==> config.mk <==
export PLATFORM = sky130hd
export DESIGN_NAME = periodic_callback_scheduler_top_flat
export DESIGN_NICKNAME = d
export VERILOG_FILES = /design/src/hw/rtl/pcs_pkg.sv /design/src/hw/rtl/pcs_if.sv /design/src/hw/rtl/periodic_callback_scheduler_top.sv /design/src/hw/rtl/pcs_datapath.sv /design/src/hw/rtl/pcs_ctrl.sv /design/src/flat_wrapper.sv
export SDC_FILE = /design/constraint.sdc
export NUM_CORES = 1
export LEC_CHECK = 0
export BUFFER_PORTS_ARGS = -buffer_cell sky130_fd_sc_hd__buf_2
export CORE_ASPECT_RATIO = 0.5
export CORE_MARGIN = 2
export CORE_UTILIZATION = 57
export DETAILED_ROUTE_END_ITERATION = 8
export PLACE_DENSITY = 0.86
export SKIP_LAST_GASP = 1
export SLEW_MARGIN = 10
export SYNTH_ARGS = -nofsm -noshare
export SYNTH_HDL_FRONTEND = slang
export SYNTH_HIERARCHICAL = 1
export SYNTH_SLANG_ARGS = --single-unit
==> constraint.sdc <==
create_clock -name clk -period 7.4 [get_ports clk]
set_input_delay 1.48 -clock clk [delete_from_list [all_inputs] [get_ports clk]]
set_output_delay 1.48 -clock clk [all_outputs]
set_load 0.02 [all_outputs]
==> src/hw/rtl/pcs_pkg.sv <==
package pcs_pkg;

  // Table geometry and field widths
  localparam int NUM_SLOTS = 8;
  localparam int TIME_BITS = 32;
  localparam int SLOT_BITS = (NUM_SLOTS > 1) ? $clog2(NUM_SLOTS) : 1;
  localparam int CMD_W     = 2;
  localparam int IVL_W     = 16;
  localparam int REP_W     = 8;
  localparam int SLOT_IN_W = 3;
  localparam int EV_W      = 3;

  typedef logic [TIME_BITS-1:0] time_t;
  typedef logic [SLOT_BITS-1:0] pcs_idx_t;

  localparam pcs_idx_t LAST_IDX = pcs_idx_t'(NUM_SLOTS - 1);

  // Command codes
  localparam logic [CMD_W-1:0] CMD_TICK = 2'd0;
  localparam logic [CMD_W-1:0] CMD_ADD  = 2'd1;
  localparam logic [CMD_W-1:0] CMD_STOP = 2'd2;

  // Event codes
  localparam logic [EV_W-1:0] EV_NONE    = 3'd0;
  localparam logic [EV_W-1:0] EV_FIRED   = 3'd1;
  localparam logic [EV_W-1:0] EV_ADDED   = 3'd2;
  localparam logic [EV_W-1:0] EV_FULL    = 3'd3;
  localparam logic [EV_W-1:0] EV_STOPPED = 3'd4;

  // Controller to datapath
  typedef struct packed {
    logic            latch;
    logic            tick_adv;
    logic            add_start;
    logic            do_stop;
    logic            scan_clr;
    logic            scan_next;
    logic            do_add;
    logic            do_fire;
    logic            res_set;
    logic [EV_W-1:0] res_ev;
    logic            load_out;
  } pcs_cmd_t;

  // Datapath to controller
  typedef struct packed {
    logic [CMD_W-1:0] cmd;
    logic             running;
    logic             slot_ok;
    logic             hit;
    logic             free;
    logic             last;
  } pcs_sts_t;

endpackage

==> src/hw/rtl/pcs_if.sv <==
interface pcs_in_if;
  logic                             valid;
  logic                             ready;
  logic [pcs_pkg::CMD_W-1:0]        command;
  logic [pcs_pkg::IVL_W-1:0]        interval;
  logic [pcs_pkg::REP_W-1:0]        repeat_count;
  logic [pcs_pkg::SLOT_IN_W-1:0]    slot;

  modport source (output valid, command, interval, repeat_count, slot, input ready);
  modport sink   (input valid, command, interval, repeat_count, slot, output ready);
endinterface

interface pcs_out_if;
  logic                             valid;
  logic                             ready;
  logic [pcs_pkg::EV_W-1:0]         event_res;
  logic [pcs_pkg::SLOT_IN_W-1:0]    slot_out;

  modport source (output valid, event_res, slot_out, input ready);
  modport sink   (input valid, event_res, slot_out, output ready);
endinterface

==> src/hw/rtl/periodic_callback_scheduler_top.sv <==
// Sequence: accept, dispatch, then for stop, unknown command or halted tick the result is staged
//   from dispatch; tick and add scan the slot table one slot per cycle, visiting 1 to NUM_SLOTS slots;
//   the result then moves to the output register once that register is empty or being read.
// One transaction at a time: no new transaction is taken until the last one's result is loaded.
//   The next transaction is taken while a finished result waits in the output register.
// Reset (rst_n, synchronous): all slots free, time zero and halted, no result pending.
module periodic_callback_scheduler_top (
  input  logic       clk,
  input  logic       rst_n,
  pcs_in_if.sink     in_if,
  pcs_out_if.source  out_if
);

  pcs_pkg::pcs_cmd_t cmd;
  pcs_pkg::pcs_sts_t sts;

  pcs_ctrl u_ctrl (
    .clk       (clk),
    .rst_n     (rst_n),
    .in_valid  (in_if.valid),
    .in_ready  (in_if.ready),
    .out_valid (out_if.valid),
    .out_ready (out_if.ready),
    .sts       (sts),
    .cmd       (cmd)
  );

  pcs_datapath u_datapath (
    .clk             (clk),
    .rst_n           (rst_n),
    .cmd             (cmd),
    .sts             (sts),
    .in_command      (in_if.command),
    .in_interval     (in_if.interval),
    .in_repeat_count (in_if.repeat_count),
    .in_slot         (in_if.slot),
    .out_event_res   (out_if.event_res),
    .out_slot_out    (out_if.slot_out)
  );

endmodule

==> src/hw/rtl/pcs_datapath.sv <==
module pcs_datapath (
  input  logic                            clk,
  input  logic                            rst_n,
  input  pcs_pkg::pcs_cmd_t               cmd,
  output pcs_pkg::pcs_sts_t               sts,
  input  logic [pcs_pkg::CMD_W-1:0]       in_command,
  input  logic [pcs_pkg::IVL_W-1:0]       in_interval,
  input  logic [pcs_pkg::REP_W-1:0]       in_repeat_count,
  input  logic [pcs_pkg::SLOT_IN_W-1:0]   in_slot,
  output logic [pcs_pkg::EV_W-1:0]        out_event_res,
  output logic [pcs_pkg::SLOT_IN_W-1:0]   out_slot_out
);

  // Latched transaction fields
  logic [pcs_pkg::CMD_W-1:0]     cmd_r;
  logic [pcs_pkg::IVL_W-1:0]     ivl_r;
  logic [pcs_pkg::REP_W-1:0]     rep_r;
  logic [pcs_pkg::SLOT_IN_W-1:0] slot_r;

  // Scheduler state
  pcs_pkg::time_t                now_r, now_nxt;
  logic                          running_r, running_nxt;
  logic [pcs_pkg::NUM_SLOTS-1:0] active_r, active_nxt;
  pcs_pkg::pcs_idx_t             idx_r, idx_nxt;

  // Slot table
  logic [pcs_pkg::IVL_W-1:0]     slot_ivl_r [pcs_pkg::NUM_SLOTS];
  logic [pcs_pkg::REP_W-1:0]     slot_lim_r [pcs_pkg::NUM_SLOTS];
  logic [pcs_pkg::REP_W-1:0]     slot_cnt_r [pcs_pkg::NUM_SLOTS];
  pcs_pkg::time_t                slot_due_r [pcs_pkg::NUM_SLOTS];

  // Pending and delivered result
  logic [pcs_pkg::EV_W-1:0]      res_ev_r;
  logic [pcs_pkg::SLOT_IN_W-1:0] res_slot_r;
  logic [pcs_pkg::EV_W-1:0]      out_ev_r;
  logic [pcs_pkg::SLOT_IN_W-1:0] out_slot_r;

  logic [pcs_pkg::IVL_W-1:0]     rd_ivl;
  logic [pcs_pkg::REP_W-1:0]     rd_lim;
  logic [pcs_pkg::REP_W-1:0]     rd_cnt;
  pcs_pkg::time_t                rd_due;
  logic                          hit;
  logic                          fire_last;
  pcs_pkg::pcs_idx_t             stop_idx;
  logic [pcs_pkg::SLOT_IN_W-1:0] res_slot_nxt;

  // Read the slot under the scan pointer
  assign rd_ivl = slot_ivl_r[idx_r];
  assign rd_lim = slot_lim_r[idx_r];
  assign rd_cnt = slot_cnt_r[idx_r];
  assign rd_due = slot_due_r[idx_r];

  assign hit = active_r[idx_r] && (rd_due <= now_r) &&
               ((rd_cnt < rd_lim) || (rd_lim == '0));
  assign fire_last = (rd_lim != '0) && (rd_cnt >= rd_lim - 8'd1);
  assign stop_idx  = pcs_pkg::pcs_idx_t'(slot_r);

  // Report status
  always_comb begin
    sts.cmd     = cmd_r;
    sts.running = running_r;
    sts.slot_ok = 32'(slot_r) < 32'(pcs_pkg::NUM_SLOTS);
    sts.hit     = hit;
    sts.free    = !active_r[idx_r];
    sts.last    = (idx_r == pcs_pkg::LAST_IDX);
  end

  // Update time, run flag, slot occupancy and scan pointer
  always_comb begin
    now_nxt     = now_r;
    running_nxt = running_r;
    active_nxt  = active_r;
    idx_nxt     = idx_r;
    if (cmd.tick_adv) begin
      now_nxt = now_r + pcs_pkg::time_t'(1);
    end
    if (cmd.add_start && (active_r == '0)) begin
      running_nxt = 1'b1;
    end
    if (cmd.do_stop) begin
      active_nxt[stop_idx] = 1'b0;
      if (active_nxt == '0) begin
        running_nxt = 1'b0;
      end
    end
    if (cmd.do_add) begin
      active_nxt[idx_r] = 1'b1;
    end
    if (cmd.do_fire && fire_last) begin
      active_nxt[idx_r] = 1'b0;
    end
    if (cmd.scan_clr) begin
      idx_nxt = '0;
    end else if (cmd.scan_next) begin
      idx_nxt = idx_r + pcs_pkg::pcs_idx_t'(1);
    end
  end

  // Pick the slot that goes with the event
  always_comb begin
    if ((cmd.res_ev == pcs_pkg::EV_FIRED) || (cmd.res_ev == pcs_pkg::EV_ADDED)) begin
      res_slot_nxt = 3'(idx_r);
    end else if (cmd.res_ev == pcs_pkg::EV_STOPPED) begin
      res_slot_nxt = slot_r;
    end else begin
      res_slot_nxt = '0;
    end
  end

  // Hold control state
  always_ff @(posedge clk) begin
    if (!rst_n) begin
      now_r     <= '0;
      running_r <= 1'b0;
      active_r  <= '0;
      idx_r     <= '0;
    end else begin
      now_r     <= now_nxt;
      running_r <= running_nxt;
      active_r  <= active_nxt;
      idx_r     <= idx_nxt;
    end
  end

  // Capture transaction fields, write slot entries, stage results
  always_ff @(posedge clk) begin
    if (cmd.latch) begin
      cmd_r  <= in_command;
      ivl_r  <= in_interval;
      rep_r  <= in_repeat_count;
      slot_r <= in_slot;
    end
    if (cmd.do_add) begin
      slot_ivl_r[idx_r] <= ivl_r;
      slot_lim_r[idx_r] <= rep_r;
      slot_cnt_r[idx_r] <= '0;
      slot_due_r[idx_r] <= now_r + pcs_pkg::time_t'(ivl_r);
    end
    if (cmd.do_fire) begin
      slot_due_r[idx_r] <= now_r + pcs_pkg::time_t'(rd_ivl);
      if (!fire_last) begin
        slot_cnt_r[idx_r] <= rd_cnt + 8'd1;
      end
    end
    if (cmd.res_set) begin
      res_ev_r   <= cmd.res_ev;
      res_slot_r <= res_slot_nxt;
    end
    if (cmd.load_out) begin
      out_ev_r   <= res_ev_r;
      out_slot_r <= res_slot_r;
    end
  end

  assign out_event_res = out_ev_r;
  assign out_slot_out  = out_slot_r;

`ifndef SYNTH
  a_fire_on_hit: assert property (@(posedge clk) disable iff (!rst_n)
    cmd.do_fire |-> hit)
    else $error("slot fired without being due");

  a_add_free_slot: assert property (@(posedge clk) disable iff (!rst_n)
    cmd.do_add |-> !active_r[idx_r])
    else $error("add wrote an occupied slot");

  a_busy_runs: assert property (@(posedge clk) disable iff (!rst_n)
    (active_r != '0) |-> running_r)
    else $error("slots active while time is halted");
`endif

endmodule

==> src/hw/rtl/pcs_ctrl.sv <==
module pcs_ctrl (
  input  logic              clk,
  input  logic              rst_n,
  input  logic              in_valid,
  output logic              in_ready,
  output logic              out_valid,
  input  logic              out_ready,
  input  pcs_pkg::pcs_sts_t sts,
  output pcs_pkg::pcs_cmd_t cmd
);

  typedef enum logic [2:0] {
    S_IDLE,
    S_DISPATCH,
    S_SCAN_TICK,
    S_SCAN_ADD,
    S_DONE
  } state_t;

  state_t state_r, state_nxt;
  logic   out_valid_r, out_valid_nxt;

  assign in_ready  = (state_r == S_IDLE);
  assign out_valid = out_valid_r;

  // Sequence one transaction: dispatch, scan the table for tick and add, hand off the result
  always_comb begin
    cmd       = '0;
    cmd.res_ev = pcs_pkg::EV_NONE;
    state_nxt = state_r;
    unique case (state_r)
      S_IDLE: begin
        cmd.latch = in_valid;
        if (in_valid) begin
          state_nxt = S_DISPATCH;
        end
      end
      S_DISPATCH: begin
        unique case (sts.cmd)
          pcs_pkg::CMD_TICK: begin
            if (sts.running) begin
              cmd.tick_adv = 1'b1;
              cmd.scan_clr = 1'b1;
              state_nxt    = S_SCAN_TICK;
            end else begin
              cmd.res_set = 1'b1;
              state_nxt   = S_DONE;
            end
          end
          pcs_pkg::CMD_ADD: begin
            cmd.add_start = 1'b1;
            cmd.scan_clr  = 1'b1;
            state_nxt     = S_SCAN_ADD;
          end
          pcs_pkg::CMD_STOP: begin
            cmd.res_set = 1'b1;
            if (sts.slot_ok) begin
              cmd.do_stop = 1'b1;
              cmd.res_ev  = pcs_pkg::EV_STOPPED;
            end
            state_nxt = S_DONE;
          end
          default: begin
            cmd.res_set = 1'b1;
            state_nxt   = S_DONE;
          end
        endcase
      end
      S_SCAN_TICK: begin
        if (sts.hit) begin
          cmd.do_fire = 1'b1;
          cmd.res_set = 1'b1;
          cmd.res_ev  = pcs_pkg::EV_FIRED;
          state_nxt   = S_DONE;
        end else if (sts.last) begin
          cmd.res_set = 1'b1;
          state_nxt   = S_DONE;
        end else begin
          cmd.scan_next = 1'b1;
        end
      end
      S_SCAN_ADD: begin
        if (sts.free) begin
          cmd.do_add  = 1'b1;
          cmd.res_set = 1'b1;
          cmd.res_ev  = pcs_pkg::EV_ADDED;
          state_nxt   = S_DONE;
        end else if (sts.last) begin
          cmd.res_set = 1'b1;
          cmd.res_ev  = pcs_pkg::EV_FULL;
          state_nxt   = S_DONE;
        end else begin
          cmd.scan_next = 1'b1;
        end
      end
      S_DONE: begin
        if (!out_valid_r || out_ready) begin
          cmd.load_out = 1'b1;
          state_nxt    = S_IDLE;
        end
      end
      default: begin
        state_nxt = S_IDLE;
      end
    endcase
  end

  // Hold output valid until the result transaction completes
  always_comb begin
    if (cmd.load_out) begin
      out_valid_nxt = 1'b1;
    end else if (out_ready) begin
      out_valid_nxt = 1'b0;
    end else begin
      out_valid_nxt = out_valid_r;
    end
  end

  always_ff @(posedge clk) begin
    if (!rst_n) begin
      state_r     <= S_IDLE;
      out_valid_r <= 1'b0;
    end else begin
      state_r     <= state_nxt;
      out_valid_r <= out_valid_nxt;
    end
  end

`ifndef SYNTH
  a_accept_dispatch: assert property (@(posedge clk) disable iff (!rst_n)
    (in_valid && in_ready) |=> (state_r == S_DISPATCH))
    else $error("accepted transaction not dispatched");

  a_load_valid: assert property (@(posedge clk) disable iff (!rst_n)
    cmd.load_out |=> out_valid_r)
    else $error("loaded result not presented");
`endif

endmodule
==> src/flat_wrapper.sv <==
// flat-port wrapper written by rule: the top's interface ports become plain ports
module periodic_callback_scheduler_top_flat 
  (clk, rst_n, in_if_valid, in_if_command, in_if_interval, in_if_repeat_count, in_if_slot, in_if_ready, out_if_valid, out_if_event_res, out_if_slot_out, out_if_ready);
  pcs_in_if in_if_i ();
  pcs_out_if out_if_i ();
  input  logic clk;
  input  logic rst_n;
  input wire logic [$bits(in_if_i.valid)-1:0] in_if_valid;
  input wire logic [$bits(in_if_i.command)-1:0] in_if_command;
  input wire logic [$bits(in_if_i.interval)-1:0] in_if_interval;
  input wire logic [$bits(in_if_i.repeat_count)-1:0] in_if_repeat_count;
  input wire logic [$bits(in_if_i.slot)-1:0] in_if_slot;
  output wire logic [$bits(in_if_i.ready)-1:0] in_if_ready;
  output wire logic [$bits(out_if_i.valid)-1:0] out_if_valid;
  output wire logic [$bits(out_if_i.event_res)-1:0] out_if_event_res;
  output wire logic [$bits(out_if_i.slot_out)-1:0] out_if_slot_out;
  input wire logic [$bits(out_if_i.ready)-1:0] out_if_ready;
  assign in_if_i.valid = in_if_valid;
  assign in_if_i.command = in_if_command;
  assign in_if_i.interval = in_if_interval;
  assign in_if_i.repeat_count = in_if_repeat_count;
  assign in_if_i.slot = in_if_slot;
  assign in_if_ready = in_if_i.ready;
  assign out_if_valid = out_if_i.valid;
  assign out_if_event_res = out_if_i.event_res;
  assign out_if_slot_out = out_if_i.slot_out;
  assign out_if_i.ready = out_if_ready;
  periodic_callback_scheduler_top u_core (.clk(clk), .rst_n(rst_n), .in_if(in_if_i), .out_if(out_if_i));
endmodule
After elaboration in Yosys (flattened, before gate mapping)
Memory sizes are Yosys's and may differ from the RTL's. A register that Yosys moved wholly into a read port is not among the register bits.
Index checks and enable logic that the tools add are counted.
{"block": "word_totals", "inputBits": 33, "out_inout_bits": 8, "memories": 4, "word_cells": 138, "ram_bits": 512, "regBits": 89}
{"name": "u_core.u_datapath.slot_due_r", "words": 8, "width": 32, "read_ports": 1, "rd_ports_with_merged_regs": 1, "wr": 1, "line": "pcs_datapath.sv:30", "source": "pcs_pkg::time_t slot_due_r [pcs_pkg::NUM_SLOTS];"}
{"name": "u_core.u_datapath.slot_ivl_r", "words": 8, "width": 16, "read_ports": 1, "rd_ports_with_merged_regs": 1, "wr": 1, "line": "pcs_datapath.sv:27", "source": "logic [pcs_pkg::IVL_W-1:0] slot_ivl_r [pcs_pkg::NUM_SLOTS];"}
{"name": "u_core.u_datapath.slot_cnt_r", "words": 8, "width": 8, "read_ports": 1, "rd_ports_with_merged_regs": 1, "wr": 1, "line": "pcs_datapath.sv:29", "source": "logic [pcs_pkg::REP_W-1:0] slot_cnt_r [pcs_pkg::NUM_SLOTS];"}
{"name": "u_core.u_datapath.slot_lim_r", "words": 8, "width": 8, "read_ports": 1, "rd_ports_with_merged_regs": 1, "wr": 1, "line": "pcs_datapath.sv:28", "source": "logic [pcs_pkg::REP_W-1:0] slot_lim_r [pcs_pkg::NUM_SLOTS];"}
{"block": "classes", "n_mux": 67, "n_lt_le_gt_ge": 7, "reduce_logical": 20, "eq_ne": 12, "addsub": 6, "bitwise": 8}
{"operator": "32-bit by 16-bit adder with 32-bit output", "n": 2}
{"operator": "3-bit two-way mux", "n": 17}
{"operator": "1-bit two-way mux", "n": 33}
{"operator": "32-bit by 1-bit adder with 32-bit output, second input constant", "n": 1}
{"operator": "32-bit <= comparator", "n": 1}
{"operator": "32-bit two-way mux", "n": 1}
{"operator": "8-bit two-way mux", "n": 4}
{"operator": "8-bit zero test", "n": 3}
{"operator": "8-bit AND", "n": 2}
{"operator": "8-bit NOT", "n": 2}
{"operator": "3-bit one-hot mux with 5 select lines", "n": 1}
{"operator": "4-bit two-way mux", "n": 3}
{"operator": "4-bit one-hot mux with 3 select lines", "n": 1}
{"operator": "3-bit by 2-bit == test with 1-bit output, second input constant", "n": 3}
{"operator": "3-bit == test, second input constant", "n": 3}
{"operator": "8-bit by 1-bit adder with 8-bit output, second input constant", "n": 1}
{"operator": "8-bit >= comparator", "n": 1}
{"operator": "3-bit by 4-bit less-than comparator with 1-bit output, second input constant", "n": 2}
{"operator": "8-bit less-than comparator", "n": 1}
{"operator": "8-bit OR", "n": 1}
{"operator": "8-bit nonzero test", "n": 1}
{"operator": "8-bit by 1-bit subtractor with 8-bit output, second input constant", "n": 1}
{"operator": "1-bit logical AND", "n": 7}
{"operator": "1-bit demux with 3-bit select", "n": 2}
{"operator": "other kinds (18)", "n": 26}

Logic depth before layout (Yosys ltp)
{"block": "depth", "depth_word": 11, "ltp_mapped": 32, "ltp_nobuf": 23}

Hierarchy
The synthesis kept the hierarchy.
{"mod": "pcs_datapath", "seq_area_each_um2": 17546.8, "n_inst": 1, "cells_per_inst": 1495, "area_per_inst_um2": 25727.2}
{"mod": "pcs_ctrl", "seq_area_each_um2": 80.1, "n_inst": 1, "cells_per_inst": 48, "area_per_inst_um2": 375.4}

Worst setup path before layout
OpenSTA, ideal clock, no wires.
{"block": "synth_path", "path_kind": "register -> register", "startpoint": "register with a tool-made name", "endpoint": "memory u_core/u_datapath/slot_cnt_r[5][0] (netlist name) (enable)", "period_less_slack_ps": 7537, "slack_ps": -137, "setup_time_ps": 373, "t_required_ps": 7027, "path_stages_with_launch": 21, "n_path_buf": 6, "t_arrival_ps": 7164, "path_cell_list": "dfxtp_1 buf_4 buf_2 buf_4 buf_2 mux4_2 mux2_2 ha_1 nand4_1 nor4_1 nand2_1 nand2_1 a31oi_1 a2111oi_2 buf_4 nor2b_1 and2_1 clkbuf_1 nor2_1 nor3_1 nor2b_1"}
{"item": "to (decl)", "line": "pcs_datapath.sv:29"}

==> reports/summary.txt <==
outcome: finished, final reports clean
CP Data Required Time: 7.69 ns
Die X-Extent: 306.6 microns
Core Box Area: 45210 sq um
R2R depth: 22
Placer Congestion: 0.9278
largest net degree at the start of global routing: 46
Setup CP Type: register to register
Routed WL: 56940 microns
routed via count: 14614
initial core utilization: 57.73%
unrepaired setup endpoints after global routing: no
Inserted Clock Buffers: 51
num rows: 55
Synth Area in Adders: 3.384%
number of synthesized flops with an enable pin: 553
final instance area: 29000 sq um
Top-Level Pins: 41
Final period util: 94.73%
Yosys cell types: 74
Port Buffers: 40
Post-DP HPWL: 34010 microns
fmax: 0.1427 GHz
flop-to-flop setup slack: 0.39 ns
Synth Area in XOR/XNOR: 2.047%
syn_area_per_cell: 16.92 sq um
critical path peak fanout: 14
DRT Pass-1 Iters: 5
critical path capture point type: register
leakage: 9.003 nW
Simple-Gate Fraction of Synth Area: 6.452%
Mapped Cells: 1543
htree depth: 2
Setup Skew: 0.02441 ns
Place WS: 0.1076 ns
vias in the first global route: 14655
Pwr Density: 231.5 nW/um^2
clk_lat worst skew: 0.58 ns
Iter 0 DRT Violations: 1658
Syn. warnings: 6
number of fill cells: 2856
Die ar.: 47630 sq um
CTS tree: done
final hold violations: 0
Layout area overhead: 11.12%
placed cell area: 27150 sq um
Synth Area in Compound Gates: 4.520%
drt drc: 0
min Tclk post-route: 7.010 ns
setup ws final: 0.3900 ns
combinational family with the most area after synthesis: multiplexers
peak supply drop: 173.0 uV
Slew @ Worst Pin: 1.152 ns
hold wc startpoint: u_core/u_datapath/res_ev_r[1]
total grt overflow: 0
main flop type after synthesis: edfxtp_1
hold path depth: 0
GRT Util Overall: 24.13%
mux share of post-synthesis cell area: 14.05%
Mapped Nets: 1646
Overall Power: 6.713 mW
CTS Buffer Depth: 3
first-pass GRT wire length: 87240 microns
asr flop ratio synth: 0%
commonest cells after routing, fill and taps aside: edfxtp_1, mux4_2, ha_1
Rel. slew slack: 23.07%
initial antenna violation count: 1
Startpoint Class: register
post-synthesis sequential area ratio: 67.53%
layout cells sized above 1: 22.09%
Avg WL per Cell: 25.14 microns
most common cell after layout, fill and taps aside: edfxtp_1
nets: 1728
max-cap viol count: 0
Arr. time, crit path: 7.30 ns
#FFs+latches synth: 604
clk root buf: clkbuf_16
vias per cell: 6.452
Max Slew Vio Count: 0
CTS sink cnt: 604
Die Height: 155.3 microns
final setup violating endpoints: 0
Hold WC Path Type: register to register
Post-DRT Antenna Nets: 0
CTS clock-pin slew for the worst setup and hold paths: 0.06 ns
Post-Syn Area: 26100 sq um
CTS Hold Bufs: 0
final timing paths:
| kind | to |
|---|---|
| setup / recovery | u_core/u_datapath/slot_due_r[5][30] |
| hold / removal | u_core/u_datapath/out_event_res[1] |
| setup reg to reg | u_core/u_datapath/slot_due_r[5][30] |
| hold reg to reg | u_core/u_datapath/out_event_res[1] |
report_power, final:
group          internal, mW  switching (mW)  total, mW
registers              3.74          0.0407       3.78
logic                0.0710           0.107      0.178
clock network          1.56            1.19       2.75
flip-flops by register name (all words and copies together), names as in the netlist, 8 cells and up, named ones only:
signal and count:
u_core/u_datapath/now_r 32, u_core/u_datapath/slot_cnt_r 64, u_core/u_datapath/slot_lim_r 64, u_core/u_datapath/rep_r 8, u_core/u_datapath/ivl_r 16, u_core/u_datapath/slot_due_r 256, u_core/u_datapath/slot_ivl_r 128, u_core/u_datapath/active_r 8
repair_timing:
item,in CTS,in global routing
setup buffers,0,9
endpoints found under the hold margin,0,0
endpoints found under the setup margin,0,184
resized for setup,0,8
through the flow:
step           setup TNS (ns)  instances  util [%]  hold WS [ns]
5_1_grt                     0       2264     64.15        0.4311
6_report                    0       2265     64.15        0.4181
3_3_place_gp                0       2161     60.06        0.4033
3_5_place_dp                0       2161     60.06        0.4045
2_1_floorplan          -2.196       1543         -        0.4003
4_1_cts                     0       2255     63.82        0.4190
kinds of logic after synthesis:
group / Yosys count
other: 1
multiplexers: 202
adder cells (fa/ha/maj): 70
AO/OA/AOI/OAI: 179
buffers and inverters: 114
AND/OR/NAND/NOR: 312
flip-flops: 604
XOR/XNOR: 61
layout make-up:
type	count	area, sq um	area share, %
Antenna cell	1	2.502	0.008628
Clock buffer	62	1370	4.724
Clock inverter	32	331.6	1.143
Inverter	49	183.9	0.6341
Multi-Input combinational cell	825	8061	27.79
Sequential cell	604	17640	60.81
Tap cell	598	748.2	2.580
Timing Repair Buffer	94	668.1	2.304
synthesized netlist by cell type, types with 3 or more instances:
cell type / instances / share of area (%)
clkbuf_1: 26 / 0.37
o22ai_1: 3 / 0.072
nor3b_1: 9 / 0.26
dfxtp_1: 51 / 3.9
nand2_1: 47 / 0.68
a21o_1: 10 / 0.29
xor2_1: 10 / 0.34
nor2b_1: 27 / 0.65
a21boi_0: 10 / 0.29
o311ai_0: 4 / 0.13
mux4_2: 126 / 11
nor4_1: 10 / 0.24
and2_1: 34 / 0.81
a211oi_1: 4 / 0.12
nand3_1: 22 / 0.42
xnor2_1: 51 / 1.7
o32ai_1: 3 / 0.10
o21bai_1: 4 / 0.12
buf_4: 7 / 0.20
mux2_2: 42 / 1.8
o211ai_1: 5 / 0.14
o31a_1: 3 / 0.10
o21a_1: 11 / 0.32
a31oi_1: 8 / 0.19
a21oi_1: 56 / 1.1
inv_1: 48 / 0.69
nand2b_1: 12 / 0.29
edfxtp_1: 553 / 64
mux2i_1: 32 / 1.2
nor3_1: 38 / 0.73
o21ai_0: 32 / 0.61
and3_1: 10 / 0.24
buf_6: 3 / 0.13
ha_1: 69 / 3.3
buf_2: 28 / 0.54
nand4_1: 21 / 0.50
a22o_1: 4 / 0.13
or3_1: 8 / 0.19
nor2_1: 58 / 0.83
routing by layer:
layer	up-vias	track usage (%)	share of wire, %
li1	6278	-	-
met1	7398	33.48	41
met5	-	0	0
met4	0	8.053	2.8
met2	809	39.62	48
met3	129	3.910	8.1
worst max-delay path: stages, from the launching register on:
cell	delay, ns
dfxtp_4	0.52
buf_4	0.19
mux4_2	0.48
mux2_2	0.32
ha_1	0.32
a21oi_1	0.14
o21ai_0	0.15
a221o_1	0.31
nor3_1	0.32
a31oi_1	0.14
a2111oi_2	0.33
nor2b_1	0.41
and2_1	0.35
buf_4	0.23
nor2_1	0.06
a21o_1	0.20
fa_1	0.43
nor2b_1	0.18
o2111ai_1	0.18
a21oi_1	0.30
o21ai_0	0.30
a2111oi_1	0.53
xnor2_1	0.33
Note: power is estimated with default switching activity, not from simulation.
